==> config.mk <==
export PLATFORM = sky130hd
export DESIGN_NAME = npm_dist
export DESIGN_NICKNAME = d
export VERILOG_FILES = /design/src/hw/rtl/npm_pkg.sv /design/src/hw/rtl/npm_dist.sv
export SDC_FILE = /design/constraint.sdc
export NUM_CORES = 2
export LEC_CHECK = 0
export ABC_AREA = 1
export CAP_MARGIN = 30
export CELL_PAD_IN_SITES_DETAIL_PLACEMENT = 1
export CELL_PAD_IN_SITES_GLOBAL_PLACEMENT = 2
export CORE_AREA = 2 2 426 428
export CTS_BUF_LIST = sky130_fd_sc_hd__clkbuf_2
export DETAILED_ROUTE_END_ITERATION = 16
export DIE_AREA = 0 0 428 430
export DONT_BUFFER_PORTS = 1
export PLACE_DENSITY_LB_ADDON = 0.1
export SLEW_MARGIN = 20
export SYNTH_ARGS = -nofsm -noshare
export SYNTH_HDL_FRONTEND = slang
export SYNTH_SLANG_ARGS = --single-unit
==> constraint.sdc <==
create_clock -name clk_i -period 8 [get_ports clk_i]
set_clock_uncertainty 0.05 [all_clocks]
set_input_delay 2.4 -clock clk_i [delete_from_list [all_inputs] [get_ports clk_i]]
set_output_delay 2.4 -clock clk_i [all_outputs]
set_load 0.01 [all_outputs]
==> src/hw/rtl/npm_pkg.sv <==
// ----------------------------------------------------------------------------
// Nearest point match package
// Types and fixed constants shared by the nearest point match modules.
// ----------------------------------------------------------------------------
`timescale 1ns / 1ps
`default_nettype none

package npm_pkg;

  localparam int unsigned COORD_BITS = 24;
  localparam int unsigned DIFF_W     = COORD_BITS + 1;
  localparam int unsigned SQ_W       = 2 * DIFF_W;
  localparam int unsigned DIST_W     = 52;
  localparam int unsigned TAG_W      = 16;
  localparam int unsigned NIDX_W     = 10;

  // Configuration port: one 64-bit register at byte offset 8*index.
  localparam int unsigned PADDR_W     = 4;
  localparam int unsigned PDATA_W     = 64;
  localparam int unsigned REG_IDX_BIT = 3;
  localparam logic        REG_MAX_DIST_SQ = 1'b0;

  localparam logic [DIST_W-1:0] DIST_ALL_ONES = '1;

  typedef enum logic [1:0] {
    OP_LOAD  = 2'd0,
    OP_QUERY = 2'd1,
    OP_CLEAR = 2'd2
  } npm_op_e;

  typedef logic signed [COORD_BITS-1:0] coord_t;

  typedef struct packed {
    coord_t x;
    coord_t y;
    coord_t z;
  } npm_point_t;

  typedef struct packed {
    npm_op_e            op;
    coord_t             coord_x;
    coord_t             coord_y;
    coord_t             coord_z;
    logic [TAG_W-1:0]   query_tag;
  } npm_req_t;

  typedef struct packed {
    logic [TAG_W-1:0]   result_tag;
    logic               matched;
    logic [NIDX_W-1:0]  nearest_index;
    logic [DIST_W-1:0]  nearest_distance_sq;
  } npm_rsp_t;

endpackage

`default_nettype wire

==> src/hw/rtl/npm_dist.sv <==
// ----------------------------------------------------------------------------
// Nearest point match distance pipeline
// Three-stage squared Euclidean distance between a stored and a query point.
// ----------------------------------------------------------------------------
`timescale 1ns / 1ps
`default_nettype none

module npm_dist
  import npm_pkg::*;
#(
  parameter int unsigned IDX_W = 10
) (
  input  logic              clk_i,
  input  logic              rst_ni,
  input  logic              rd_valid_i,
  input  logic [IDX_W-1:0]  rd_idx_i,
  input  npm_point_t        target_i,
  input  npm_point_t        query_i,
  output logic              busy_o,
  output logic              sum_valid_o,
  output logic [IDX_W-1:0]  sum_idx_o,
  output logic [DIST_W-1:0] sum_o
);

  function automatic logic [DIFF_W-1:0] abs_diff(input coord_t a, input coord_t b);
    logic signed [DIFF_W-1:0] d;
    d = DIFF_W'(a) - DIFF_W'(b);
    return d[DIFF_W-1] ? DIFF_W'(-d) : DIFF_W'(d);
  endfunction

  logic [2:0]        valid_q;
  logic [IDX_W-1:0]  idx_q [3];
  logic [DIFF_W-1:0] mag_x_q, mag_y_q, mag_z_q;
  logic [SQ_W-1:0]   sq_x_q, sq_y_q, sq_z_q;
  logic [SQ_W-1:0]   sq_x_d, sq_y_d, sq_z_d;
  logic [DIST_W-1:0] sum_q;

  assign sq_x_d = SQ_W'(mag_x_q) * SQ_W'(mag_x_q);
  assign sq_y_d = SQ_W'(mag_y_q) * SQ_W'(mag_y_q);
  assign sq_z_d = SQ_W'(mag_z_q) * SQ_W'(mag_z_q);

  always_ff @(posedge clk_i or negedge rst_ni) begin
    if (!rst_ni) begin
      valid_q <= '0;
    end else begin
      valid_q <= {valid_q[1:0], rd_valid_i};
    end
  end

  always_ff @(posedge clk_i) begin
    mag_x_q  <= abs_diff(target_i.x, query_i.x);
    mag_y_q  <= abs_diff(target_i.y, query_i.y);
    mag_z_q  <= abs_diff(target_i.z, query_i.z);
    idx_q[0] <= rd_idx_i;
    sq_x_q   <= sq_x_d;
    sq_y_q   <= sq_y_d;
    sq_z_q   <= sq_z_d;
    idx_q[1] <= idx_q[0];
    sum_q    <= DIST_W'(sq_x_q) + DIST_W'(sq_y_q) + DIST_W'(sq_z_q);
    idx_q[2] <= idx_q[1];
  end

  assign busy_o      = |valid_q;
  assign sum_valid_o = valid_q[2];
  assign sum_idx_o   = idx_q[2];
  assign sum_o       = sum_q;

endmodule

`default_nettype wire

Word level (Yosys, flattened, before mapping):

Memory sizes are Yosys's and may differ from the RTL's.
Index checks and enable logic that the tools add are counted.

* memories kept: 1
* output and inout port bits: 64
* flip-flop bits (word level): 280
* memory bits (writable): 30
* input port bits: 157

Memory list
* idx_q: depth 3, width 10, rd ports 3, clocked after Yosys merged registers in 0, wr ports 3, line npm_dist.sv:32 `logic [IDX_W-1:0] idx_q [3];`

* $add $sub $neg: 8
* muxes and demuxes: 3
* reductions and logical operators: 1
* multipliers: 3

Operators with widths (number)
* $mul A25 B25 Y50: 3
* $neg A25 Y25: 3
* $sub A24 B24 Y25: 3
* $mux W24: 3
* $add A51 B50 Y52: 1
* $add A50 B50 Y51: 1
* $reduce_or A3 Y1: 1

Logic depth before layout (Yosys ltp):

* word-level depth: 3
* gate-level depth with buffers: 31

Worst setup path after synthesis:

No wires, ideal clock.

* path type: reg-to-reg
* from: reg mag_z_q[14]
* to: reg sq_z_q[38]
* path slack: 1.646 ns
* stages on the path, launching flop included: 29
* period minus slack after synthesis: 6.354 ns
* arrival: 6.192 ns
* path through: dfxtp_1 -> clkbuf_1 -> clkbuf_1 -> nand2_1 -> fa_1 -> inv_1 -> fa_1 -> inv_1 -> fa_1 -> inv_1 -> fa_1 -> inv_1 -> fa_1 -> inv_1 -> fa_1 -> inv_1 -> fa_1 -> inv_1 -> ha_1 -> nand2_1 -> nor2_1 -> inv_1 -> nor2_1 -> and3_1 -> a21oi_1 -> o21ai_0 -> a21oi_1 -> nand2_1 -> nand2_1

* cells in the longest elaborated chain, start to end: 1

Ends and longest elaborated chain
* start, declared: line npm_dist.sv:33 `logic [DIFF_W-1:0] mag_x_q, mag_y_q, mag_z_q;`
* start signal, assigned: line npm_dist.sv:53 `mag_z_q <= abs_diff(target_i.z, query_i.z);`
* $mul A25 B25 Y50: line npm_dist.sv:40 `assign sq_z_d = SQ_W'(mag_z_q) * SQ_W'(mag_z_q);`
* via sq_z_d[38]: line npm_dist.sv:35 `logic [SQ_W-1:0] sq_x_d, sq_y_d, sq_z_d;`
* end signal, assigned: line npm_dist.sv:57 `sq_z_q <= sq_z_d;`
* end, declared: line npm_dist.sv:34 `logic [SQ_W-1:0] sq_x_q, sq_y_q, sq_z_q;`

The timed path passes the listed nets, and every way through them passes these cells.
A chain may end at the register's enable or synchronous reset.

Worst setup path after layout:

* from: reg mag_x_q[20]
* to: reg sq_x_q[44]

* cells in the longest elaborated chain, start to end: 1

Ends and longest elaborated chain
* start, declared: line npm_dist.sv:33
* start signal, assigned: line npm_dist.sv:51 `mag_x_q <= abs_diff(target_i.x, query_i.x);`
* $mul A25 B25 Y50: line npm_dist.sv:38 `assign sq_x_d = SQ_W'(mag_x_q) * SQ_W'(mag_x_q);`
* via sq_x_d[44]: line npm_dist.sv:35
* end signal, assigned: line npm_dist.sv:55 `sq_x_q <= sq_x_d;`
* end, declared: line npm_dist.sv:34

The timed path passes the listed nets, and every way through them passes these cells.

==> metrics.txt <==
status finished, final reports clean; Longest Clk Path Bufs 3; DP Worst Slack 0.776 ns; reg2reg end sq_x_q[44]$_DFF_P_; Hold Path Class reg2reg; crit-path leading delay family adder cells; Mapped Cells 9367; WP data required 9.20 ns; # port buffers 0; RSZ-0062 raised after global routing no; # setup viols final 0; hold path startpoint idx_q[0][13]$_DFF_P_; cell taking the most area after synthesis fa_1; initial antenna violation count 11; Post-synth top flop dfxtp_1; Post-synth EDFFs 0; worst path cell trace nand2_1, inv_1, fa_1, fa_1, fa_1, inv_1, fa_1, inv_1, fa_1, fa_1, inv_1, fa_1, inv_1, ha_1, nand2_1, nor2_1, nand2_1, nor4_1, nand3_1, nand3_1, nand2_1, nand2_1, xor2_1; vias in the first global route 65500; CP max-delay cell dfxtp_1; DR pass1 iterations 5; Critical path buffers and inverters 5; worst hold endpoint idx_q[0][23]$_DFF_P_; commonest cells in the netlist inv_1, nand2_1, fa_1, ha_1, nor2_1; reg2reg path depth 23; DRC errors left 0; HPWL Detailed 202000 um; grt ovf 0; crit end category flop; Slew headroom 32.0%; CP Launch Type flop; DIE HEIGHT 430 um; Avg Inst Size Synth 7.83 um2; CP Max Fanout 16; Placed Cells 11600; CTS resizes 0; Non-Filler Instances 11800; critical path type reg2reg; asr flop ratio synth 0.977%; Final Hold Viols 0; io pins 221; sequential-to-total area share from yosys stat 8.40%; clk sinks 307; Filler cells 22200; Yosys reg bits 307; worst hold stages 0; via count 56800; Post-Syn Area 0.0733 mm2; Post-Place Cell Area 0.0764 mm2; Setup TNS 0 ns; clock latency on the worst-skew pair 1.38 ns; Worst R2R Start mag_x_q[20]$_DFF_P_; CTS tree done; Fmax 138 MHz; final setup margin 0.747 ns; H-tree Lvls 3; most frequent cell after synthesis inv_1; crit-path most repeated cell fa_1; CTS buffer count 95; period utilization 90.7%; Die ar. 0.184 mm2; Starting Density 40.8%; WL final 227000 um; Slew @ Worst Pin 1.01 ns; vias per cell 4.81; drt wl/cell 19.2 um; largest cells by area after synthesis fa_1, inv_1, ha_1; CP peak stage delay 0.97 ns; clock root cell clkbuf_2; nets 11700; Max-Cap Viols 0; initial DRC count 2547; Synth cell types 54; Reg2Reg Setup Slack 0.75 ns; share of layout cells above drive strength 1 3.94%; Arr. time, crit path 8.45 ns; Area Growth Syn to Fin 5.54%; Die Wd 428 um; largest net degree at the start of global routing 29; core area 0.180 mm2; top cell type's share of synthesized area 39.6%; gpl congestion 0.909; clk slew on worst S/H paths 0.10 ns; Ys Warns 0; ANT nets after route 0; Post-CTS Hold Fix Bufs 0; Slew Viols, Final 0; first-pass GRT wire length 367000 um; post-layout min period 7.25 ns; post-layout instance area 0.0774 mm2; row cnt 156; setup bufs post-CTS 0; GRT Overall Usage 25.5%
==> per-stage QoR <==
step	utilization [%]	hold slack, ns
5_1_grt	43.1	0.285
2_1_floorplan	-	0.260
3_3_place_gp	42.5	0.262
3_5_place_dp	42.5	0.264
4_1_cts	43.1	0.280
6_report	43.1	0.276
==> worst max-delay path by stage <==
stage,from,endpoint,cells past startpoint
2_1_floorplan,mag_z_q[14]$_DFF_P_,sq_z_q[38]$_DFF_P_,28
3_3_place_gp,mag_x_q[19]$_DFF_P_,sq_x_q[44]$_DFF_P_,23
3_5_place_dp,mag_x_q[6]$_DFF_P_,sq_x_q[37]$_DFF_P_,25
4_1_cts,mag_x_q[6]$_DFF_P_,sq_x_q[37]$_DFF_P_,26
5_1_grt,mag_x_q[20]$_DFF_P_,sq_x_q[44]$_DFF_P_,23
6_report,mag_x_q[20]$_DFF_P_,sq_x_q[44]$_DFF_P_,23
==> layer usage <==
layer	global-route usage [%]	part of all wire (%)
met1	34.5	46
met2	44.6	49
met3	2.06	2.5
met4	5.58	2.2
met5	0	0.0057
==> cells by family (layout without fill, tap and decap cells) <==
family / after synthesis / count (layout) / share of synthesized area [%]
flip-flops: 307 / 307 / 8.40
AO/OA/AOI/OAI: 647 / 647 / 4.91
XOR/XNOR: 278 / 278 / 3.32
buffers and inverters: 3153 / 3228 / 16.2
adder cells (fa/ha/maj): 2139 / 2139 / 51.4
other: 1 / 11 / 0.00511
AND/OR/NAND/NOR: 2842 / 2842 / 15.8
==> final cells by class <==
class | count | area [um2] | share of cell area (%)
timing repair buffer | 125 | 983 | 1.27
sequential | 307 | 6160 | 7.96
antenna | 8 | 20.0 | 0.0259
multi-input combinational | 5909 | 55300 | 71.4
clock inverter | 56 | 413 | 0.533
clock buffer | 119 | 596 | 0.769
inverter | 2928 | 11000 | 14.2
tap | 2370 | 2970 | 3.83
==> layout by cell type (no fill, tap or decap), drive strengths merged, types with 95 or more instances in the layout <==
master,instances
nor2,470
xnor2,95
clkbuf,119
a21oi,317
xor2,183
nand2,1985
fa,1452
nand3,228
o21ai,178
ha,687
dfxtp,304
inv,2930
buf,125
==> flip-flops by register name, summed over array words and instances (netlist names) <==
register	count
sq_y_q	49
mag_x_q	25
mag_y_q	25
mag_z_q	25
sq_x_q	49
sum_o	52
valid_q	3
idx_q	30
sq_z_q	49
Power is left out: the tool's default activity adds up to more than one toggle a clock period on the data nets, which glitch-free logic cannot reach.
